`src/rtl/psra_pkg.sv`:
```
package psra_pkg;

   // Field widths of one transaction
   localparam int COUNT_W     = 10;
   localparam int WORD_W      = 64;
   localparam int REQ_TDATA_W = 208;
   localparam int RSP_TDATA_W = 128;

   // Configuration port geometry: 64-bit registers at byte address 8*i
   localparam int CSR_ADDR_W = 6;
   localparam int CSR_DATA_W = 64;

   // Register indexes (paddr[5:3])
   localparam logic [2:0] REG_MAP_BASE     = 3'd0;
   localparam logic [2:0] REG_WINDOW_FIRST = 3'd1;
   localparam logic [2:0] REG_WINDOW_END   = 3'd2;
   localparam logic [2:0] REG_PAGE_SHIFT   = 3'd3;
   localparam logic [2:0] REG_FRAME_MASK   = 3'd4;

   // Register reset values
   localparam logic [63:0] MAP_BASE_RST     = 64'h0;
   localparam logic [8:0]  WINDOW_FIRST_RST = 9'd0;
   localparam logic [9:0]  WINDOW_END_RST   = 10'd512;
   localparam logic [4:0]  PAGE_SHIFT_RST   = 5'd12;
   localparam logic [63:0] FRAME_MASK_RST   = 64'h000F_FFFF_FFFF_F000;

   // Operation and status codes
   localparam logic OP_MAP      = 1'b0;
   localparam logic OP_UNMAP    = 1'b1;
   localparam logic STATUS_OK   = 1'b0;
   localparam logic STATUS_FAIL = 1'b1;

   // Present flag position within a table entry
   localparam int PRESENT_BIT = 0;

   typedef struct packed {
      logic [63:0] map_base;
      logic [8:0]  window_first;
      logic [9:0]  window_end;
      logic [4:0]  page_shift;
      logic [63:0] frame_mask;
   } cfg_type;

endpackage

```
`src/rtl/psra_csr.sv`:
```
module psra_csr
   import psra_pkg::*;
(
   input  logic                  clock,
   input  logic                  reset,
   input  logic                  psel,
   input  logic                  penable,
   input  logic                  pwrite,
   input  logic [CSR_ADDR_W-1:0] paddr,
   input  logic [CSR_DATA_W-1:0] pwdata,
   output logic [CSR_DATA_W-1:0] prdata,
   output logic                  pready,
   output cfg_type               cfg
);

   cfg_type    cfg_ff;
   cfg_type    cfg_in;
   logic [2:0] index;
   logic       wr_en;

   assign index  = paddr[5:3];
   assign wr_en  = psel && penable && pwrite;
   assign pready = 1'b1;

   // Update the addressed register on a write transaction
   always_comb begin
      cfg_in = cfg_ff;
      if (wr_en) begin
         unique case (index)
            REG_MAP_BASE:     cfg_in.map_base     = pwdata;
            REG_WINDOW_FIRST: cfg_in.window_first = pwdata[8:0];
            REG_WINDOW_END:   cfg_in.window_end   = pwdata[9:0];
            REG_PAGE_SHIFT:   cfg_in.page_shift   = pwdata[4:0];
            REG_FRAME_MASK:   cfg_in.frame_mask   = pwdata;
            default:          cfg_in = cfg_ff;
         endcase
      end
   end

   always_ff @(posedge clock) begin
      if (reset) begin
         cfg_ff.map_base     <= MAP_BASE_RST;
         cfg_ff.window_first <= WINDOW_FIRST_RST;
         cfg_ff.window_end   <= WINDOW_END_RST;
         cfg_ff.page_shift   <= PAGE_SHIFT_RST;
         cfg_ff.frame_mask   <= FRAME_MASK_RST;
      end else begin
         cfg_ff <= cfg_in;
      end
   end

   // Read back the addressed register
   always_comb begin
      unique case (index)
         REG_MAP_BASE:     prdata = cfg_ff.map_base;
         REG_WINDOW_FIRST: prdata = 64'(cfg_ff.window_first);
         REG_WINDOW_END:   prdata = 64'(cfg_ff.window_end);
         REG_PAGE_SHIFT:   prdata = 64'(cfg_ff.page_shift);
         REG_FRAME_MASK:   prdata = cfg_ff.frame_mask;
         default:          prdata = '0;
      endcase
   end

   assign cfg = cfg_ff;

endmodule

```
`config.mk`:
```
export PLATFORM = sky130hd
export DESIGN_NAME = psra_csr
export DESIGN_NICKNAME = d
export VERILOG_FILES = /design/src/rtl/psra_pkg.sv /design/src/rtl/psra_csr.sv
export SDC_FILE = /design/constraint.sdc
export NUM_CORES = 1
export LEC_CHECK = 0
export BUFFER_PORTS_ARGS = -buffer_cell sky130_fd_sc_hd__clkbuf_2
export CORE_MARGIN = 4
export CORE_UTILIZATION = 44
export DETAILED_ROUTE_END_ITERATION = 10
export PLACE_DENSITY = 0.78
export SLEW_MARGIN = 20
export SYNTH_ARGS = -nofsm -noshare
export SYNTH_HDL_FRONTEND = slang
export SYNTH_SLANG_ARGS = --single-unit
```
`constraint.sdc`:
```
create_clock -name clock -period 1.18 [get_ports clock]
set_input_delay 0.118 -clock clock [delete_from_list [all_inputs] [get_ports clock]]
set_output_delay 0.118 -clock clock [all_outputs]
set_load 0.01 [all_outputs]
```
Yosys cells after proc, flatten, opt, wreduce, memory -nomap -nowiden. Index checks and enable logic that the tools add are counted.

Register bits: 152. Bits in latches: 0. Memory bits (writable): 0. Memory bits (read-only): 0. Input port bits: 75. Output and inout bits: 217. Logic and storage cells: 18. Memories kept: 0.

$add $sub $neg: 0. Multipliers: 0. Divide/modulo/power cells: 0. Magnitude comparators: 0. Eq/ne operators: 4. Shift-type cells: 0. Muxes and demuxes: 1. Bitwise logic cells: 0. Reductions and logical operators: 8.

Operators by type and width (number): one-hot mux 64 bit (5 select lines) (1); AND reduction 2 bit (5); == test 3 x 2 -> 1 bit (second input constant) (2); == test 3 x 1 -> 1 bit (second input constant) (1); == test 3 bit (second input constant) (1); zero test 3 bit (1); logical AND 1 bit (2).

Depth between registers and ports, before layout. Gate-level depths: netlist of the first run.

Word-level depth: 3. Mapped depth: 6. Gate-level depth less buffers: 3.

Least setup slack after synthesis of the first run. Ideal clock, no wire load.

Kind: input-to-output. From: input port paddr[3]. To: output port prdata[15]. Data arrival time: 1.198 ns. Required time: 1.062 ns. Path slack: -0.136 ns. Stages: 5. Path buffers: 2. Path through: or2_1 > clkbuf_1 > nor2_2 > clkbuf_1 > a22o_1.

Word-level cells in the longest chain between the ends: 2. Elaborated cells between the ends (all ways): 6. Classes of those cells: eq/ne (4); mux (1); reduce/logical (1).

Ends and longest elaborated chain: start, declared (RTL line psra_csr.sv:9) `input logic [CSR_ADDR_W-1:0] paddr,`; == test 3 bit, or another cell as far along (RTL line psra_csr.sv:54) `unique case (index)`; one-hot mux 64 bit (5 select lines) * (RTL line psra_csr.sv:54); end, declared (RTL line psra_csr.sv:11) `output logic [CSR_DATA_W-1:0] prdata,`.

Mark *: on every way between the ends. The rest lies on a longest branch, timed or not.

Worst setup path after layout of the first run.
From: register cfg_ff (netlist bit cfg[71]). To: output port prdata[2].

Word-level cells in the longest chain between the ends: 1.

Ends and longest elaborated chain: start, declared (RTL line psra_csr.sv:16) `cfg_type cfg_ff;`; start signal, assigned (RTL line psra_csr.sv:48) `cfg_ff <= cfg_in;`; one-hot mux 64 bit (5 select lines) (RTL line psra_csr.sv:54).

Every way passes these cells.

==> impl_summary.log, run 1 <==
[metrics] Net Sw Frac: 0.237
[metrics] number of global-route vias before repair: slightly above 7000
[metrics] internal power: ~9.4 mW
[metrics] Die Height: between 100 and 150 um
[metrics] Post-Route Utilization: 0.700
[metrics] Synth top area share: 0.424
[metrics] category of the worst setup path launch point: register
[metrics] TritonCTS clock tree: built
[metrics] Min-Delay Path Class: primary input to register
[metrics] final-report max-slew violation count: 0
[metrics] average cell area after synthesis: between 9 and 10 sq um
[metrics] via total after detailed routing: approximately 7000
[metrics] cell chain of the critical path: mux2_2, a221o_1, clkbuf_2
[metrics] die outline width: 136 um
[metrics] Clk network pwr share: 0.465
[metrics] setup violators final: 90
[metrics] run status: finished, violations left
[metrics] DR vias/cell: just over 5
[metrics] LEAKAGE: about 5.2 nW
[metrics] portion of the clock cycle consumed by the worst path in the final layout: 1.31
[metrics] xor-xnor portion of the synthesized cell area: 0
[metrics] buffer levels on the longest clock path: 2
[metrics] Place WS: -0.287 ns
[metrics] Hold Fails Final Rpt: 0
[metrics] number of nets with antenna violations after detailed routing: 0
[metrics] number of levels in the clock H-tree: 4
[metrics] layout cell share with drive strength beyond 1: 0.390
[metrics] overflow left after global routing: 0
[metrics] clock latency at the later pin of the worst-skew pair: about 0.42 ns
[metrics] overall power consumption: around 12 mW
[metrics] mux contribution to synthesized area: 0.234
[metrics] number of nets in the synthesized netlist: ~810
[metrics] reported max-cap violation count: 0
[metrics] crit path DAT: between 1 and 1.5 ns
[metrics] CTS root buf: sky130_fd_sc_hd__clkbuf_16
[metrics] power per cell area: ~1100 nW/um^2
[metrics] drc violations: 0
[metrics] Synth Area in Adders: 0
[metrics] count of distinct cell types in the synthesized netlist: 28
[metrics] simple logic cell fraction of the synthesized area: 0.222
[metrics] highest attainable clock frequency: 648 MHz
[metrics] cell taking the most area after synthesis: sky130_fd_sc_hd__dfxtp_1
[metrics] dominant combinational cell family by area after synthesis: multiplexers
[metrics] total wirelength of the detailed-routed design: roughly 25000 um
[metrics] TritonCTS Buffers: 17
[metrics] worst vdd ir: between 0.0009 and 0.001 V
[metrics] final weighted congestion in routability-driven placement: approximately 0.81
[metrics] overall routing resource usage: 0.258
[metrics] wire length of the first global-routing pass: ~37000 um
[metrics] number of warnings printed during yosys synthesis: 0
[metrics] number of fillers in the final layout: 1194
[metrics] kind of capture point of the worst setup path: output port
[metrics] maximum number of pins on one net before global-route repair: 76
[metrics] share of the yosys chip area belonging to registers: 0.424
[metrics] Cells on Worst Hold Path: 3
[metrics] area enclosed by the die boundary: between 15000 and 20000 sq um
[metrics] count of boundary I/O pins: 292
[metrics] maximum fanout encountered on the critical timing path: 2
[metrics] cell with the largest stage delay on the worst path: sky130_fd_sc_hd__dfxtp_2
[metrics] number of buffers inserted by port buffering: about 290
[metrics] CTS sink count: ~150
[metrics] post-route setup slack: -0.364 ns
[metrics] Yosys reg bits: approximately 150
[metrics] switching pwr: ~2.9 mW
[metrics] Largest register FFs: approximately 150
[metrics] clock-pin slew reported for the worst setup and hold paths after clock tree synthesis: 0.06 ns
[metrics] post-layout min period: roughly 1.5 ns
[metrics] core footprint: between 15000 and 20000 sq um
[metrics] iteration-0 DRC count of the detailed router: slightly above 400
[metrics] Setup Crit Path Kind: register to output port
[metrics] net count reported at finish: between 1000 and 1500
[metrics] Starting Density: 0.450
[metrics] cell area after synthesis: approximately 7000 sq um
[metrics] placed wire-length estimate: around 15000 um
[metrics] antenna diode instance count: 0
[metrics] post-synthesis compound-gate area fraction: 0.0782
[metrics] depth of the worst register-to-register path: 3
[metrics] setup repair after global routing missed its margin: yes
[metrics] first-pass detailed-route iteration total: 4
[metrics] number of antenna violations at the first check in global routing: 0
[metrics] largest stage delay on the critical path: between 0.3 and 0.4 ns
[metrics] relative area change from synthesis to final layout: 55.6%
[metrics] cells after synthesis: between 700 and 800
[metrics] largest cells by area after synthesis: sky130_fd_sc_hd__dfxtp_1 42%, sky130_fd_sc_hd__mux2i_1 23%, sky130_fd_sc_hd__nand2b_1 15%
[metrics] Worst Path Required: between 1 and 1.5 ns
[metrics] Std-Cell Rows: between 40 and 50
[metrics] failing checks: negative setup slack
[metrics] Combinational Power Share: 0.113
[metrics] sequential share of power: 0.423
[metrics] Layout Skew: 0 ns
[metrics] average detailed-routed wire length per instance: 18.4 um
cells by family after synthesis:
kind of cell           after synthesis
and+or+nand+nor                    291
muxes                              167
DFF                                152
AOI/OAI and AO/OA                   64
buffers and inverters               62
other                                1
per-stage QoR:
step	hold slack, ns	std cells	area (sq um)	setup TNS [ns]
after floorplan	0.273	737	7190	-0.104
after global placement	0.377	1229	9170	-29.92
after detailed placement	0.383	1229	9170	-34.77
after CTS	0.0112	1352	11000	-15.52
after global routing	0.0262	1360	11200	-17.60
final	0.0289	1360	11200	-13.66
synthesized netlist by cell type, drive strengths merged:
master	number
o21a	1
buf	27
conb	1
dfxtp	152
o211ai	4
nor3b	2
mux2	5
and4	1
and3	1
clkbuf	35
a22o	54
nand3b	7
nand4	1
nand3	1
and2	1
and4b	1
nand2	5
nand2b	174
a221o	5
nor2b	1
nor2	95
or2	1
mux2i	162
final timing paths:
check                           slack [ns]                 start                   end
worst max-delay path                 -0.36  cfg[71]$_SDFFE_PP0P_             prdata[2]
worst min-delay path                  0.03             pwdata[3]  cfg[67]$_SDFFE_PP1P_
worst max register to register        0.39   cfg[9]$_SDFFE_PP0P_   cfg[9]$_SDFFE_PP0P_
worst min register to register        0.49  cfg[53]$_SDFFE_PP0P_  cfg[53]$_SDFFE_PP0P_
layer usage:
metal	share of wire	track usage	vias to the layer above
met3	0.063	0.0546	40
li1	-	-	3314
met4	0.019	0.0896	0
met5	0	0	-
met2	0.50	0.448	265
met1	0.41	0.317	3396
cell type report:
type                    instances  area [sq um]  area share
multi-input cells             523          3880       0.348
clock inverters                13           168      0.0150
well taps                     216           270      0.0242
repair buffers                437          3320       0.297
clock buffers                  19           453      0.0406
flip-flops and latches        152          3060       0.275
critical path, delay by kind of cell, from the launching register on:
| family | cells | cell delay [ns] |
|---|---|---|
| DFF | 1 | 0.32 |
| AOI/OAI and AO/OA | 1 | 0.30 |
| muxes | 1 | 0.25 |
| buffers and inverters | 1 | 0.13 |
cells in the final DEF, fill, tap and decap left out, drive strengths merged, types with 2 or more instances in the layout:
cell and n:
a221o 5, a22o 54, buf 153, bufinv 3
clkbuf 247, clkinvlp 5, dfxtp 152, dlygate4sd3 56
inv 4, mux2 5, mux2i 162, nand2 5
nand2b 174, nand3b 7, nor2 95, nor3b 2
o211ai 4
power groups by stage:
stage	Sequential (mW)	Combinational, mW	Clock, mW
2_1_floorplan	5.33	0.539	0
3_3_place_gp	5.32	0.972	0
3_5_place_dp	5.32	0.986	0
4_1_cts	5.20	1.34	5.77
5_1_grt	5.21	1.47	5.99
6_report	5.20	1.38	5.72
timing repair:
item | 4_1_cts | 5_1_grt
resized for setup | 41 | 98
pin swaps | 42 | 28
hold buffers | 56 | 0
gates cloned | 11 | 6
setup endpoints to repair | 64 | 110
setup buffers | 24 | 9
hold endpoints to repair | 106 | 0
(Power assumes the default switching activity.)
==> inputs of run 2 (changes only) <==
--- a/config.mk
+++ b/config.mk
@@ -9,7 +9,7 @@
 export CORE_MARGIN = 4
 export CORE_UTILIZATION = 44
 export DETAILED_ROUTE_END_ITERATION = 10
-export PLACE_DENSITY = 0.78
+export PLACE_DENSITY = 0.77
 export SLEW_MARGIN = 20
 export SYNTH_ARGS = -nofsm -noshare
 export SYNTH_HDL_FRONTEND = slang
==> run 2 against run 1 <==
- the run still ends with negative setup slack left
- count of clock-buffer cells in the layout down 2
- core utilization fell by 2.3 points
- clock power shrank 10%
- first-iteration DRC count rose by 3.1%
- critical path depth stayed put
- total power fell by 5.4%
- die area unchanged
- maximum frequency decreased by 3.1%
- critical endpoint is now prdata[1]
- largest power group is now sequential cells
==> impl_summary.log, run 2 (same netlist as run 1, synthesis figures left out) <==
[metrics] Min-Delay Path Class: primary input to register (unchanged)
[metrics] largest stage delay on the critical path: 0.32 ns (about the same)
[metrics] number of global-route vias before repair: 6701 (was 7050)
[metrics] clock latency at the later pin of the worst-skew pair: 0.42 ns (about the same)
[metrics] Die Height: 136 um (unchanged)
[metrics] setup repair after global routing missed its margin: yes (unchanged)
[metrics] overflow left after global routing: 0 (unchanged)
[metrics] LEAKAGE: 5.01 nW (was 5.16 nW)
[metrics] area enclosed by the die boundary: 18400 sq um (unchanged)
[metrics] DR vias/cell: 5.13 (was 5.16)
[metrics] crit path DAT: 1.48 ns (was 1.43 ns)
[metrics] area used by sequential logic in the layout: 3070 sq um (was 3060 sq um)
[metrics] number of levels in the clock H-tree: 4 (unchanged)
[metrics] Largest register FFs: 152 (unchanged)
[metrics] TritonCTS clock tree: built (unchanged)
[metrics] commonest non-fill, non-tap cell in the layout: sky130_fd_sc_hd__clkbuf_2 (unchanged)
[metrics] number of instances in the placed design: 1221 (was 1229)
[metrics] failing checks: negative setup slack (unchanged)
[metrics] buffer levels on the longest clock path: 2 (unchanged)
[metrics] number of fillers in the final layout: 1247 (was 1194)
[metrics] TritonCTS Buffers: 17 (unchanged)
[metrics] CTS root buf: sky130_fd_sc_hd__clkbuf_16 (unchanged)
[metrics] antenna diode instance count: 0 (unchanged)
[metrics] maximum number of pins on one net before global-route repair: 89 (was 76)
[metrics] run status: finished, violations left (unchanged)
[metrics] Hold Fails Final Rpt: 0 (unchanged)
[metrics] Setup Crit Path Kind: register to output port (unchanged)
[metrics] number of nets with antenna violations after detailed routing: 0 (unchanged)
[metrics] Post-Route Utilization: 0.676 (was 0.700)
[metrics] portion of the clock cycle consumed by the worst path in the final layout: 1.35 (was 1.31)
[metrics] overall routing resource usage: 0.243 (was 0.258)
[metrics] average detailed-routed wire length per instance: 17.9 um (was 18.4 um)
[metrics] core footprint: 15900 sq um (unchanged)
[metrics] number of antenna violations at the first check in global routing: 0 (unchanged)
[metrics] net count reported at finish: 1192 (was 1206)
[metrics] count of boundary I/O pins: 292 (unchanged)
[metrics] most frequent cells in the layout: 224 x sky130_fd_sc_hd__clkbuf_2, 174 x sky130_fd_sc_hd__nand2b_1, 162 x sky130_fd_sc_hd__mux2i_1 (was 224 x sky130_fd_sc_hd__clkbuf_2, 174 x sky130_fd_sc_hd__nand2b_1, 161 x sky130_fd_sc_hd__mux2i_1)
[metrics] total wirelength of the detailed-routed design: 24100 um (was 25100 um)
[metrics] placed wire-length estimate: 14900 um (was 15200 um)
[metrics] wire length of the first global-routing pass: 35300 um (was 37300 um)
[metrics] CTS sink count: 152 (unchanged)
[metrics] power per cell area: 1080 nW/um^2 (was 1100 nW/um^2)
[metrics] overall power consumption: 11.6 mW (was 12.3 mW)
[metrics] post-layout min period: 1.59 ns (was 1.54 ns)
[metrics] final-report max-slew violation count: 0 (unchanged)
[metrics] area used by multi-input combinational logic: 3870 sq um (was 3880 sq um)
[metrics] relative area change from synthesis to final layout: 50.3% (was 55.6%)
[metrics] cell chain of the critical path: mux2_4, a221o_1, buf_2 (was mux2_2, a221o_1, clkbuf_2)
[metrics] drc violations: 0 (unchanged)
[metrics] Non-Filler Instances: 1346 (was 1360)
[metrics] via total after detailed routing: 6909 (was 7015)
[metrics] die outline width: 136 um (unchanged)
[metrics] Worst Path Required: 1.06 ns (about the same)
[metrics] setup violators final: 66 (was 90)
[metrics] cell with the largest stage delay on the worst path: sky130_fd_sc_hd__dfxtp_2 (unchanged)
[metrics] Layout Skew: 0 ns (unchanged)
[metrics] layout cell share with drive strength beyond 1: 0.383 (was 0.390)
[metrics] worst vdd ir: 0.000941 V (was 0.000945 V)
[metrics] clock-pin slew reported for the worst setup and hold paths after clock tree synthesis: 0.07 ns (was 0.06 ns)
[metrics] Post-Route Setup TNS: -11.36 ns (was -13.66 ns)
[metrics] post-route setup slack: -0.414 ns (was -0.364 ns)
[metrics] iteration-0 DRC count of the detailed router: 427 (was 414)
[metrics] highest attainable clock frequency: 627 MHz (was 648 MHz)
[metrics] number of buffers inserted by port buffering: 287 (unchanged)
[metrics] category of the worst setup path launch point: register (unchanged)
[metrics] final weighted congestion in routability-driven placement: 0.767 (was 0.808)
[metrics] Std-Cell Rows: 46 (unchanged)
[metrics] kind of capture point of the worst setup path: output port (unchanged)
[metrics] reported max-cap violation count: 0 (unchanged)
[metrics] Starting Density: 0.450 (unchanged)
[metrics] first-pass detailed-route iteration total: 7 (was 4)
[metrics] maximum fanout encountered on the critical timing path: 2 (unchanged)
[run 2: cell count changes in the layout (fill, tap and decap cells not counted), sizes merged]
cell / delta
inv: +4
clkinvlp: -3
buf: -15
clkinv: +4
bufinv: -3
clkbuf: -1
[run 2: per-stage QoR]
stage,hold slack [ns],instance area [sq um],worst slack (ns)
detailed placement,0.382,9090,-0.242
global route,0.0304,10800,-0.449
global placement,0.376,9090,-0.208
finish,0.0308,10800,-0.414
floorplan,0.273,7190,-0.00213
CTS,0.00515,10700,-0.373
[run 2: routing by layer]
metal	wire length [um]	track usage	part of all wire	up-vias
met4	558	0.0879	0.023	0
met2	12300	0.426	0.51	264
met3	1520	0.0442	0.063	39
li1	-	-	-	3279
met1	9730	0.297	0.40	3327
met5	0	0	0	-
[run 2: final cells by class]
class | count | share of cell area
clock inverters | 15 | 0.0124
flip-flops and latches | 152 | 0.285
repair buffers | 423 | 0.279
multi-input cells | 523 | 0.359
well taps | 216 | 0.0251
clock buffers | 17 | 0.0395
[run 2: critical path: cells and delay by family, from the launching register on]
family | cells | cell delay [ns]
DFF | 1 | 0.32
buffers and inverters | 1 | 0.16
muxes | 1 | 0.26
AOI/OAI and AO/OA | 1 | 0.32
[run 2: timing repair]
action,CTS,global route
gates resized for setup,47,77
hold buffers,56,0
buffers inserted,23,9
hold endpoints to repair,110,0
pin swaps,51,17
cloned,6,4
endpoints found under the setup margin,64,65
[run 2: final timing paths]
kind | slack, ns | cells after the start | end | from
worst max-delay path | -0.41 | 3 | prdata[1] | cfg[89]$_SDFFE_PP0P_
worst max register to register | 0.37 | 4 | cfg[89]$_SDFFE_PP0P_ | cfg[89]$_SDFFE_PP0P_
worst min register to register | 0.49 | 2 | cfg[54]$_SDFFE_PP0P_ | cfg[54]$_SDFFE_PP0P_
worst min-delay path | 0.03 | 3 | cfg[7]$_SDFFE_PP0P_ | pwdata[7]
[run 2: where the power goes]
group          total [mW]  internal (mW)  switching, mW  leakage, nW
combinational        1.30          0.700          0.598         3.50
sequential           5.20           5.17         0.0349         1.24
clock                5.15           2.77           2.38        0.270
