$ cat src/rtl/psra_pkg.sv
package psra_pkg;

   // Field widths of one transaction
   localparam int COUNT_W     = 10;
   localparam int WORD_W      = 64;
   localparam int REQ_TDATA_W = 208;
   localparam int RSP_TDATA_W = 128;

   // Configuration port geometry: 64-bit registers at byte address 8*i
   localparam int CSR_ADDR_W = 6;
   localparam int CSR_DATA_W = 64;

   // Register indexes (paddr[5:3])
   localparam logic [2:0] REG_MAP_BASE     = 3'd0;
   localparam logic [2:0] REG_WINDOW_FIRST = 3'd1;
   localparam logic [2:0] REG_WINDOW_END   = 3'd2;
   localparam logic [2:0] REG_PAGE_SHIFT   = 3'd3;
   localparam logic [2:0] REG_FRAME_MASK   = 3'd4;

   // Register reset values
   localparam logic [63:0] MAP_BASE_RST     = 64'h0;
   localparam logic [8:0]  WINDOW_FIRST_RST = 9'd0;
   localparam logic [9:0]  WINDOW_END_RST   = 10'd512;
   localparam logic [4:0]  PAGE_SHIFT_RST   = 5'd12;
   localparam logic [63:0] FRAME_MASK_RST   = 64'h000F_FFFF_FFFF_F000;

   // Operation and status codes
   localparam logic OP_MAP      = 1'b0;
   localparam logic OP_UNMAP    = 1'b1;
   localparam logic STATUS_OK   = 1'b0;
   localparam logic STATUS_FAIL = 1'b1;

   // Present flag position within a table entry
   localparam int PRESENT_BIT = 0;

   typedef struct packed {
      logic [63:0] map_base;
      logic [8:0]  window_first;
      logic [9:0]  window_end;
      logic [4:0]  page_shift;
      logic [63:0] frame_mask;
   } cfg_type;

endpackage

$ cat src/rtl/psra_urem.sv
module psra_urem
   import psra_pkg::*;
#(
   parameter int MODULUS = 512,
   parameter int DATA_W  = 64
) (
   input  logic                       clock,
   input  logic                       reset,
   input  logic                       start,
   input  logic [DATA_W-1:0]          value,
   output logic                       done,
   output logic [$clog2(MODULUS)-1:0] rem
);

   localparam int RW      = $clog2(MODULUS);
   localparam int CHUNK_W = 16;
   localparam int NCHUNK  = DATA_W / CHUNK_W;
   localparam int XW      = RW + CHUNK_W;
   localparam int PW      = XW + 32;
   localparam int SW      = $clog2(NCHUNK);
   localparam logic [31:0] RECIP = 32'((64'd1 << 32) / 64'(MODULUS));

   logic [DATA_W-1:0] val_ff, val_in;
   logic [RW-1:0]     rem_ff, rem_in;
   logic [XW-1:0]     x_ff, x_in;
   logic [XW-1:0]     q_ff, q_in;
   logic [SW-1:0]     step_ff, step_in;
   logic              phase_ff, phase_in;
   logic              busy_ff, busy_in;
   logic              done_ff, done_in;
   logic [XW-1:0]     x_c;
   logic [PW-1:0]     prod;
   logic [XW-1:0]     diff;

   // Fold in one chunk per pass of two phases, most significant chunk first:
   // estimate the quotient by reciprocal, then subtract and correct once
   always_comb begin
      val_in   = val_ff;
      rem_in   = rem_ff;
      x_in     = x_ff;
      q_in     = q_ff;
      step_in  = step_ff;
      phase_in = phase_ff;
      busy_in  = busy_ff;
      done_in  = 1'b0;
      x_c      = {rem_ff, val_ff[DATA_W-1 -: CHUNK_W]};
      prod     = PW'(x_c) * PW'(RECIP);
      diff     = x_ff - XW'(q_ff * XW'(MODULUS));
      if (diff >= XW'(MODULUS)) begin
         diff = diff - XW'(MODULUS);
      end
      if (start) begin
         val_in   = value;
         rem_in   = '0;
         step_in  = '0;
         phase_in = 1'b0;
         busy_in  = 1'b1;
      end else if (busy_ff) begin
         if (!phase_ff) begin
            x_in     = x_c;
            q_in     = prod[PW-1:32];
            val_in   = {val_ff[DATA_W-CHUNK_W-1:0], CHUNK_W'(0)};
            phase_in = 1'b1;
         end else begin
            rem_in   = diff[RW-1:0];
            step_in  = step_ff + 1'b1;
            phase_in = 1'b0;
            if (step_ff == SW'(NCHUNK - 1)) begin
               busy_in = 1'b0;
               done_in = 1'b1;
            end
         end
      end
   end

   always_ff @(posedge clock) begin
      if (reset) begin
         busy_ff <= 1'b0;
         done_ff <= 1'b0;
      end else begin
         busy_ff <= busy_in;
         done_ff <= done_in;
      end
   end

   always_ff @(posedge clock) begin
      val_ff   <= val_in;
      rem_ff   <= rem_in;
      x_ff     <= x_in;
      q_ff     <= q_in;
      step_ff  <= step_in;
      phase_ff <= phase_in;
   end

   assign done = done_ff;
   assign rem  = rem_ff;

endmodule

$ cat config.mk
export PLATFORM = sky130hd
export DESIGN_NAME = psra_urem
export DESIGN_NICKNAME = d
export VERILOG_FILES = /design/src/rtl/psra_pkg.sv /design/src/rtl/psra_urem.sv
export SDC_FILE = /design/constraint.sdc
export NUM_CORES = 1
export LEC_CHECK = 0
export BUFFER_PORTS_ARGS = -buffer_cell sky130_fd_sc_hd__buf_2
export CORE_MARGIN = 5
export CORE_UTILIZATION = 38
export DETAILED_ROUTE_END_ITERATION = 8
export PLACE_DENSITY = 0.75
export SYNTH_ARGS = -nofsm -noshare
export SYNTH_HDL_FRONTEND = slang
export SYNTH_SLANG_ARGS = --single-unit
$ cat constraint.sdc
create_clock -name clock -period 1.7 [get_ports clock]
set_clock_uncertainty 0.1 [all_clocks]
set_input_delay 0.255 -clock clock [delete_from_list [all_inputs] [get_ports clock]]
set_output_delay 0.255 -clock clock [all_outputs]
set_load 0.005 [all_outputs]
======== Word level (Yosys, flattened, before mapping) ========
Index checks and enable logic that the tools add are counted.
word-level totals
  output and inout port bits .............. 10
  bits in writable memories ............... 0
  memories kept ........................... 0
  memory bits (read-only) ................. 0
  register bits ........................... 119
  word-level logic and storage cells ...... 32
  bits in latches ......................... 0
  input bits .............................. 67
cells by class
  reductions and logical operators ........ 5
  eq/ne operators ......................... 2
  add/subtract/negate cells ............... 3
  bitwise logic cells ..................... 3
  multiplexer cells ....................... 10
  div/mod/pow operators ................... 0
  order comparisons ....................... 1
  multipliers ............................. 0
  shift-type cells ........................ 0
operators with widths
  operator                count
  $mux W64                3
  $ge A25 B10 Y1 const B  1
  $sub A25 B25 Y25        1
  $mux W9                 1
  $sub A9 B1 Y9 const B   1
  $mux W1                 6
  $reduce_and A2 Y1       2
  $reduce_or A4 Y1        1
  $not A1 Y1              3
  $reduce_and A3 Y1       1
  $add A2 B1 Y2 const B   1
  $eq A2 B2 Y1 const B    1
  $ne A2 B2 Y1 const B    1
  $reduce_bool A2 Y1      1

======== Longest topological paths before layout ========
Gate-level depths: netlist of run 1.
  word-level depth ........................ 5
  depth in mapped cells ................... 4

======== Least setup slack after synthesis of run 1 ========
OpenSTA, ideal clock, no wires.
  kind .................................... input-to-reg
  from .................................... input port start
  to ...................................... register val_ff[0] (enable)
  path buffers ............................ 2
  library setup time ...................... 0.394 ns
  stages .................................. 4
  data required time ...................... 1.206 ns
  slack ................................... -0.114 ns
  arrival time ............................ 1.320 ns
  path through ............................ buf_6 -> buf_8 -> inv_2 -> nand2_1
between the ends
  word-level cells in the longest chain between the ends .. 2
ends and longest elaborated chain
  item                                                                 line             RTL
  from (decl)                                                          psra_urem.sv:9   input logic start,
  $ne A2 B2 Y1 (no line) / $reduce_bool A2 Y1 (equally long branches)  n/a
  $reduce_and A2 Y1 (no line) *                                        n/a
  to (signal assigned)                                                 psra_urem.sv:87  val_ff <= val_in;
  to (decl)                                                            psra_urem.sv:23  logic [DATA_W-1:0] val_ff, val_in;
Mark *: on every way between the ends. The rest lies on a longest branch, timed or not.
A chain may end at the register's enable or synchronous reset.

======== Worst setup path after layout of run 1 ========
  from .................................... register phase_ff
  to ...................................... register x_ff[0] (enable)
between the ends
  word-level cells in the longest chain between the ends .. 2
ends and longest elaborated chain
  item                         line             RTL
  from (decl)                  psra_urem.sv:28  logic phase_ff, phase_in;
  from (signal assigned)       psra_urem.sv:92  phase_ff <= phase_in;
  $not A1 Y1 (no line)         n/a
  $reduce_and A3 Y1 (no line)  n/a
  to (signal assigned)         psra_urem.sv:89  x_ff <= x_in;
  to (decl)                    psra_urem.sv:25  logic [XW-1:0] x_ff, x_in;
Every way passes these cells.

==> results of run 1 <==
## worst paths after layout
path                     to  slack [ps]        from
hold / removal    val_ff[4]         110    value[4]
hold reg to reg     x_ff[1]         310  val_ff[49]
setup reg to reg    x_ff[0]         250    phase_ff
setup / recovery    x_ff[0]         250    phase_ff
## cell usage after synthesis (all sizes together)
cell type,instances
and2,10
nand2,1
and3,1
nand3,10
edfxtp,45
nor2b,1
buf,18
a21bo,10
clkbuf,1
nand2b,2
a21oi,11
a311oi,1
mux2,28
ha,1
nor2,4
dfxtp,14
inv,1
## worst register-to-register path: cells and delay by family (launching register included)
family | cells | cell delay, ps
and+or+nand+nor | 2 | 680
DFF | 1 | 300
## logic make-up (layout without fill, tap and decap cells)
group	Yosys count	count (layout)
muxes	28	28
AOI/OAI and AO/OA	22	22
and+or+nand+nor	29	29
buffers and inverters	20	73
DFF	59	59
adders and majority gates	1	1
## layout make-up
class	instances	area, um2	share of cell area
inverters	1	3.754	0.001259
flip-flops and latches	59	1632	0.5474
repair buffers	56	315.3	0.1058
multi-input cells	80	750.7	0.2519
well taps	77	96.34	0.03233
clock inverters	2	10.01	0.003359
clock buffers	14	172.7	0.05793
## per-stage QoR
| step | cells | area (um2) | worst slack, ps | power (mW) | hold WS, ps |
|---|---|---|---|---|---|
| after detailed placement | 272 | 2788 | 143.5 | 2.033 | 304.5 |
| final | 289 | 2980 | 252.3 | 3.133 | 109.5 |
| after global routing | 289 | 2980 | 123.2 | 3.306 | 90.63 |
| after global placement | 272 | 2788 | 163.0 | 2.018 | 300.6 |
| after CTS | 289 | 2980 | 222.1 | 3.185 | 92.59 |
| after floorplan | 159 | 2542 | 130.7 | 1.955 | 222.9 |
## state kept, by name, summed over array words and instances (netlist names)
register / cells
busy_ff: 1
done: 1
phase_ff: 1
rem: 9
step_ff: 2
val_ff: 36
x_ff: 9
## routing by layer
layer,vias to the layer above,routed length [um],track usage
li1,666,-,-
met1,597,1547,0.1140
met2,48,1749,0.1479
met3,4,356,0.06547
met4,0,40,0.03342
met5,-,0,0
## report_power, final
| group | switching, mW | leakage (nW) | internal, mW |
|---|---|---|---|
| sequential | 0.0273 | 0.564 | 1.69 |
| combinational | 0.119 | 0.589 | 0.165 |
| clock | 0.490 | 0.0965 | 0.644 |
| total | 0.635 | 1.25 | 2.50 |
## timing repair
item	CTS	global route
gates resized for setup	0	0
endpoints found under the hold margin	1	0
hold buffers	1	0
==> impl_metrics.env, run 1 <==
export IMPL_clk_latency_ps=320
export IMPL_fin_crit_sh=0.8516
export IMPL_synthCells=159
export IMPL_synth_distinct_cells=22
export IMPL_power_density_nw_per_um2=1051
export IMPL_hold_viol=0
export IMPL_first_pass_iters=4
export IMPL_wl_per_cell_um=12.78
export IMPL_postLayoutCoreUtil=0.4641
export IMPL_ir_drop_mv=0.7195
export IMPL_crit_family="simple AND/OR/NAND/NOR gates"
export IMPL_antenna_found_initial=0
export IMPL_maxCapViolCount=0
export IMPL_syn_num_nets=227
export IMPL_yosys_area_share_simple=0.06158
export IMPL_relSlewSlack=0.5734
export IMPL_synth_compound_area_frac=0.06847
export IMPL_min_path_cells=2
export IMPL_synth_mux_area_frac=0.1596
export IMPL_setup_viol=0
export IMPL_fillerInstances=565
export IMPL_p_leak_nw=1.249
export IMPL_layout_commonest_cell="buf_2"
export IMPL_totalWireLength_um=3694
export IMPL_n_antenna_cell=0
export IMPL_mostFrequentLayoutCells="buf_2 (48), edfxtp_1 (45), mux2_4 (24)"
export IMPL_io_buffers=48
export IMPL_place_congestion=0.7142
export IMPL_initial_utilization=0.3955
export IMPL_clock_path_buffers=2
export IMPL_htreeDepth=3
export IMPL_drc=0
export IMPL_vias=1315
export IMPL_status="complete, no violations"
export IMPL_cpPeakStageDelay_ps=510
export IMPL_syn_cell_area_um2=2540
export IMPL_synth_area_per_cell_um2=15.97
export IMPL_synth_top_family_by_area="multiplexers"
export IMPL_fp_dieArea_um2=8419
export IMPL_cp_cell_sequence="nand2b_1 -> nor2_1"
export IMPL_hold_class="in2reg"
export IMPL_grt_pass1_wl_um=6285
export IMPL_die_h_um=91.76
export IMPL_cts_setup_buffers=0
export IMPL_synth_top_cells_by_area="edfxtp_1 (53%), mux2_4 (14%), dfxtp_1 (11%)"
export IMPL_synth_xor_area_share=0
export IMPL_path_clk_slew_ps=60
export IMPL_ys_seq_area_frac=0.6424
export IMPL_numCtsBuffers=9
export IMPL_slew_violations=0
export IMPL_ys_warn_count=0
export IMPL_synth_top_cell_area_share=0.5320
export IMPL_ios=77
export IMPL_chipWidth_um=91.76
export IMPL_initialDrtViolationCount=59
export IMPL_required_ps=1560
export IMPL_nets=275
export IMPL_area_delta_synth_final_pct=17.34
export IMPL_arrival_ps=1300
export IMPL_path_class="reg2reg"
export IMPL_cts_sinks=59
export IMPL_ant_nets=0
export IMPL_critPathBufInv=0
export IMPL_groute_usage_overall=0.09871
export IMPL_tns_ps=0
export IMPL_worst_path_stages=2
export IMPL_cts_root_buf="clkbuf_8"
export IMPL_grt_pass1_vias=1337
export IMPL_crit_path_max_fanout=9
export IMPL_max_clock_freq_mhz=690.8
export IMPL_post_route_min_period_ps=1448
export IMPL_synth_ff_latch_count=59
export IMPL_yosysTopAreaCell="edfxtp_1"
export IMPL_dp_hpwl_um=2507
export IMPL_rsz0062_at_grt="no"
export IMPL_grt_overflow=0
export IMPL_grt_max_degree=37
export IMPL_avgViaCountPerCell=4.550
export IMPL_tritoncts="done"
export IMPL_rows=29
export IMPL_critical_path_slowest_cell="nor2_1"
export IMPL_r2r_cells=2
export IMPL_synth_fa_ha_area_frac=0.004926
export IMPL_cp_start_kind="register"
export IMPL_tightest_slew_ps=637.5
export IMPL_drive_above_1_share=0.5236
export IMPL_core_area_um2=6422
export IMPL_critPathCaptureType="register"
No activity file was read; power rests on OpenSTA's default activity.
==> run 2: changes to the inputs <==
--- a/config.mk
+++ b/config.mk
@@ -6,10 +6,11 @@
 export NUM_CORES = 1
 export LEC_CHECK = 0
 export BUFFER_PORTS_ARGS = -buffer_cell sky130_fd_sc_hd__buf_2
+export CORE_ASPECT_RATIO = 1.4
 export CORE_MARGIN = 5
 export CORE_UTILIZATION = 38
 export DETAILED_ROUTE_END_ITERATION = 8
-export PLACE_DENSITY = 0.75
+export PLACE_DENSITY = 0.73
 export SYNTH_ARGS = -nofsm -noshare
 export SYNTH_HDL_FRONTEND = slang
 export SYNTH_SLANG_ARGS = --single-unit
==> constraint.sdc (replaced) <==
create_clock -name clock -period 1.4 [get_ports clock]
set_clock_uncertainty 0.1 [all_clocks]
set_input_delay 0.21 -clock clock [delete_from_list [all_inputs] [get_ports clock]]
set_output_delay 0.21 -clock clock [all_outputs]
set_load 0.005 [all_outputs]
==> run 2 against run 1 <==
  * Sequential power rose by 21%
  * Critical endpoint is now step_ff[0]
  * Die area grew 0.28%
  * Worst hold slack got worse by 42 ps
  * Non-clock buffer count is 3 higher
  * Critical path type unchanged
  * Clock power is 35% higher
  * Combinational power up 32%
==> impl_metrics.env, run 2 (synthesis gave the netlist of run 1 again) <==
export IMPL_core_area_um2=6569
export IMPL_holdPathEnd="val_ff[4]"
export IMPL_largest_register="val_ff"
export IMPL_nets=278
export IMPL_vias=1349
export IMPL_area_delta_synth_final_pct=20.89
export IMPL_drive_above_1_share=0.5256
export IMPL_max_clock_freq_mhz=781.3
export IMPL_tightest_slew_ps=223.1
export IMPL_ir_drop_mv=0.7950
export IMPL_path_clk_slew_ps=60
export IMPL_rrSetupSlack_ps=120
export IMPL_status="complete, no violations"
export IMPL_place_congestion=0.6299
export IMPL_post_route_min_period_ps=1280
export IMPL_use_met1=0.1118
export IMPL_p_leak_nw=1.287
export IMPL_grt_pass1_wl_um=6410
export IMPL_required_ps=1520
export IMPL_rsz0062_at_grt="no"
export IMPL_htreeDepth=3
export IMPL_min_path_cells=2
export IMPL_rows=35
export IMPL_fillerInstances=614
export IMPL_busiest_layer="met2"
export IMPL_largest_reg_flops=36
export IMPL_cts_sinks=59
export IMPL_fp_dieArea_um2=8442
export IMPL_fin_crit_sh=0.9142
export IMPL_grt_max_degree=24
export IMPL_tritoncts="done"
export IMPL_relSlewSlack=0.8512
export IMPL_postLayoutCoreUtil=0.4674
export IMPL_critPathCaptureType="register"
export IMPL_setup_viol=0
export IMPL_drc=0
export IMPL_chipWidth_um=79.10
export IMPL_grt_pass1_vias=1399
export IMPL_io_buffers=48
export IMPL_maxCapViolCount=0
export IMPL_mostFrequentLayoutCells="buf_2 (48), edfxtp_1 (45), mux2_4 (24)"
export IMPL_grtUsageMet3=0.03445
export IMPL_n_antenna_cell=0
export IMPL_path_class="reg2reg"
export IMPL_avgViaCountPerCell=4.668
export IMPL_wl_per_cell_um=13.40
export IMPL_initialDrtViolationCount=74
export IMPL_slew_violations=0
export IMPL_ios=77
export IMPL_dp_hpwl_um=2765
export IMPL_die_h_um=106.7
export IMPL_grt_overflow=0
export IMPL_grt_use_met2=0.1614
export IMPL_cts_root_buf="clkbuf_8"
export IMPL_numCtsBuffers=9
export IMPL_crit_path_max_fanout=23
export IMPL_hold_class="in2reg"
export IMPL_hold_viol=0
export IMPL_r2r_cells=3
export IMPL_power_density_nw_per_um2=1297
export IMPL_antenna_found_initial=0
export IMPL_ant_nets=0
export IMPL_cts_setup_buffers=0
export IMPL_first_pass_iters=4
export IMPL_clk_latency_ps=330
export IMPL_hp_start="value[4]"
export IMPL_cp_start_kind="register"
export IMPL_initial_utilization=0.3867
export IMPL_groute_usage_overall=0.1017
export IMPL_hold_worst_slack_ps=67.17
export IMPL_reg2reg_from="phase_ff"
export IMPL_tns_ps=0
export IMPL_arrival_ps=1400
export IMPL_totalWireLength_um=3872
export IMPL_layout_commonest_cell="buf_2"
export IMPL_clock_path_buffers=2
export IMPL_r2r_end="step_ff[0]"
[run 2: cell count changes in the layout (fill, tap and decap cells not counted), sizes merged]
cell,before,now
buf,55,58
bufinv,0,1
clkinv,2,1
[run 2: where the power goes]
group | total (mW) | internal [mW] | switching, mW
sequential | 2.08 | 2.05 | 0.0343
clock | 1.52 | 0.916 | 0.608
combinational | 0.375 | 0.224 | 0.151
[run 2: how the worst max path moves through the flow]
stage	from	endpoint	cells past startpoint
after CTS	phase_ff	step_ff[0]	3
after detailed placement	start	val_ff[0]	5
after floorplan	start	x_ff[0]	4
final	phase_ff	step_ff[0]	3
after global placement	start	val_ff[0]	5
after global routing	phase_ff	step_ff[0]	3
[run 2: worst max-delay path, cell delays in order, from the launching register on]
cell     delay [ps]
dfxtp_1         320
buf_4           240
and2_1          180
mux2_2          330
[run 2: final cells by class]
class | instances | area (um2) | share of cell area
clock buffers | 14 | 162.7 | 0.05297
clock inverters | 2 | 33.78 | 0.01100
repair buffers | 59 | 387.9 | 0.1263
multi-input cells | 80 | 758.2 | 0.2469
flip-flops and latches | 59 | 1632 | 0.5314
inverters | 1 | 3.754 | 0.001222
well taps | 74 | 92.59 | 0.03015
[run 2: per-stage QoR]
step | std cells | cell area [um2] | setup WS [ps] | power, mW
after floorplan | 159 | 2550 | 38.96 | 2.376
after global placement | 272 | 2864 | 102.8 | 2.478
after detailed placement | 272 | 2864 | 94.88 | 2.501
after CTS | 289 | 3070 | 114.7 | 4.043
after global routing | 289 | 3070 | 18.80 | 4.157
final | 289 | 3070 | 120.1 | 3.982
[run 2: layer usage]
layer	vias up	part of all wire
met1	619	0.39
met2	47	0.51
met3	9	0.076
li1	674	-
met4	0	0.023
met5	-	0
[run 2: repair_timing]
| item | 4_1_cts | 5_1_grt |
|---|---|---|
| hold endpoints to repair | 1 | 0 |
| hold buffers | 1 | 0 |
| endpoints found under the setup margin | 0 | 0 |
| resized for setup | 0 | 0 |
==> run 3: changes to the inputs <==
--- a/config.mk
+++ b/config.mk
@@ -5,12 +5,13 @@
 export SDC_FILE = /design/constraint.sdc
 export NUM_CORES = 1
 export LEC_CHECK = 0
+export ABC_AREA = 1
 export BUFFER_PORTS_ARGS = -buffer_cell sky130_fd_sc_hd__buf_2
 export CORE_ASPECT_RATIO = 1.4
 export CORE_MARGIN = 5
 export CORE_UTILIZATION = 38
 export DETAILED_ROUTE_END_ITERATION = 8
-export PLACE_DENSITY = 0.73
+export PLACE_DENSITY = 0.74
 export SYNTH_ARGS = -nofsm -noshare
 export SYNTH_HDL_FRONTEND = slang
 export SYNTH_SLANG_ARGS = --single-unit
==> run 3 against run 2 <==
  * Non-clock buffer count fell by 3
  * Area after synthesis down 5.3%
  * First-iteration DRC count grew 49%
  * Critical path depth grew 1
  * Critical path type unchanged
  * Critical endpoint is now val_ff[48]
  * Largest power group unchanged
==> impl_metrics.env, run 3 <==
export IMPL_hold_viol=0
export IMPL_die_h_um=104.2
export IMPL_cpPeakStageDelay_ps=360
export IMPL_core_area_um2=6211
export IMPL_power_frac_clock=0.372
export IMPL_critPathCaptureType="register"
export IMPL_layout_commonest_cell="nand2_1"
export IMPL_fin_crit_sh=0.8765
export IMPL_synthMostInstantiatedCell="nand2_1"
export IMPL_p_sw_mw=0.8459
export IMPL_tightest_slew_ps=376.8
export IMPL_path_clk_slew_ps=70
export IMPL_vias=1580
export IMPL_synth_common_cells="nand2_1 (117), edfxtp_1 (45), nor2_1 (26), inv_1 (21), dfxtp_1 (14)"
export IMPL_place_congestion=0.7210
export IMPL_dp_hpwl_um=2583
export IMPL_relSlewSlack=0.7479
export IMPL_mostFrequentLayoutCells="nand2_1 (116), buf_2 (48), edfxtp_1 (45)"
export IMPL_power_density_nw_per_um2=1315
export IMPL_area_delta_synth_final_pct=20.38
export IMPL_ios=77
export IMPL_max_clock_freq_mhz=814.9
export IMPL_largest_reg_flops=36
export IMPL_worst_slack_ps=172.9
export IMPL_synth_area_per_cell_um2=9.741
export IMPL_status="complete, no violations"
export IMPL_cts_resized=0
export IMPL_arrival_ps=1150
export IMPL_yosysTopAreaCell="edfxtp_1"
export IMPL_ys_warn_count=0
export IMPL_p_leak_nw=1.446
export IMPL_comb_power_share=0.079
export IMPL_fp_dieArea_um2=8046
export IMPL_cts_setup_buffers=0
export IMPL_syn_cell_area_um2=2406
export IMPL_tritoncts="done"
export IMPL_numCtsBuffers=9
export IMPL_maxCapViolCount=0
export IMPL_antenna_found_initial=0
export IMPL_grt_overflow=0
export IMPL_path_class="reg2reg"
export IMPL_grt_max_degree=37
export IMPL_first_pass_iters=4
export IMPL_synth_ff_latch_count=59
export IMPL_n_antenna_cell=0
export IMPL_grt_pass1_vias=1547
export IMPL_drc=0
export IMPL_drive_above_1_share=0.2467
export IMPL_chipWidth_um=77.25
export IMPL_totalWireLength_um=3901
export IMPL_place_ws_ps=168.1
export IMPL_avgViaCountPerCell=4.247
export IMPL_hold_buffers=1
export IMPL_synth_top_cells_by_area="edfxtp_1 (56%), nand2_1 (18%), dfxtp_1 (12%)"
export IMPL_htreeDepth=3
export IMPL_syn_num_nets=315
export IMPL_synth_ff_type="edfxtp_1"
export IMPL_p_int_mw=2.963
export IMPL_rsz0062_at_grt="no"
export IMPL_largest_register="val_ff"
export IMPL_synth_distinct_cells=13
export IMPL_hold_class="in2reg"
export IMPL_tns_ps=0
export IMPL_critical_path_slowest_cell="dfxtp_1"
export IMPL_ys_seq_area_frac=0.6781
export IMPL_ant_nets=0
export IMPL_p_seq_frac=0.549
export IMPL_synth_edf_count=45
export IMPL_io_buffers=48
export IMPL_post_route_min_period_ps=1227
export IMPL_synthCells=247
export IMPL_ir_drop_mv=0.6600
export IMPL_slew_violations=0
export IMPL_synth_top_cell_area_share=0.5616
export IMPL_cts_sinks=59
export IMPL_clock_path_buffers=2
export IMPL_initialDrtViolationCount=110
export IMPL_synth_async_reset_ratio=0
export IMPL_clk_latency_ps=320
export IMPL_cts_root_buf="clkbuf_8"
export IMPL_fillerInstances=565
export IMPL_swShare=0.2221
export IMPL_nets=363
export IMPL_grt_pass1_wl_um=6492
export IMPL_cp_start_kind="register"
export IMPL_setup_viol=0
export IMPL_rows=34
export IMPL_min_path_cells=3
export IMPL_required_ps=1320
export IMPL_crit_path_max_fanout=36
export IMPL_wl_per_cell_um=10.49
export IMPL_initial_utilization=0.3874
export IMPL_r2r_cells=4
export IMPL_cp_cell_sequence="inv_1 -> nand2_1 -> nand2_4 -> buf_12"
export IMPL_groute_usage_overall=0.1028
[run 3: cell count changes after synthesis, moves of 9 or more]
cell | previous run | this run
mux2_4 | 24 | 0
a21bo_2 | 10 | 0
inv_1 | 0 | 21
nor2_1 | 4 | 26
and2_1 | 10 | 0
nand2_1 | 1 | 117
nand3_1 | 10 | 1
[run 3: layout make-up]
class	instances	area, um2	area share
Clock buffer	11	162.7	0.05616
Clock inverter	5	25.02	0.008639
Inverter	21	78.83	0.02721
Multi-Input combinational cell	148	580.6	0.2004
Sequential cell	59	1632	0.5633
Tap cell	72	90.09	0.03110
Timing Repair Buffer	56	327.8	0.1132
[run 3: worst max-delay path, delay by kind of cell (launching register included)]
| kind | cells | cell delay (ps) |
|---|---|---|
| buffers and inverters | 2 | 270 |
| and+or+nand+nor | 2 | 180 |
| DFF | 1 | 360 |
[run 3: power by group through the flow]
stage,combinational [mW],clock [mW],sequential (mW)
3_3_place_gp,0.292,0,2.12
6_report,0.301,1.42,2.09
3_5_place_dp,0.303,0,2.13
4_1_cts,0.307,1.47,2.09
2_1_floorplan,0.198,0,2.12
5_1_grt,0.349,1.54,2.10
[run 3: kinds of logic after synthesis]
group                    Yosys count  synth area share
AND/OR/NAND/NOR                  145            0.2278
flip-flops                        59            0.6781
buffers and inverters             40           0.08476
AO/OA/AOI/OAI                      2          0.004160
adder cells (fa/ha/maj)            1          0.005199
[run 3: final timing paths]
path                                 start         end  slack (ps)
worst min-delay path              value[0]   val_ff[0]          40
worst min register to register  val_ff[55]     x_ff[7]         320
worst max register to register    phase_ff  val_ff[48]         170
worst max-delay path              phase_ff  val_ff[48]         170
[run 3: routing by layer]
| layer | part of all wire | up-vias | routed length, um | GRT usage |
|---|---|---|---|---|
| li1 | - | 851 | - | - |
| met1 | 0.43 | 674 | 1685 | 0.1160 |
| met2 | 0.47 | 49 | 1834 | 0.1596 |
| met3 | 0.082 | 6 | 320 | 0.04766 |
| met4 | 0.015 | 0 | 60 | 0.05528 |
| met5 | 0 | - | 0 | 0 |
[run 3: through the flow]
stage / cell area [um2] / power, mW / std cells / utilization / hold WS, ps
after global routing: 2897 / 3.995 / 372 / 0.4664 / 31.18
after detailed placement: 2699 / 2.433 / 355 / 0.4345 / 288.7
final: 2897 / 3.809 / 372 / 0.4664 / 38.34
after global placement: 2699 / 2.414 / 355 / 0.4345 / 281.4
after floorplan: 2416 / 2.319 / 247 / - / 179.1
after CTS: 2897 / 3.868 / 372 / 0.4664 / 13.58
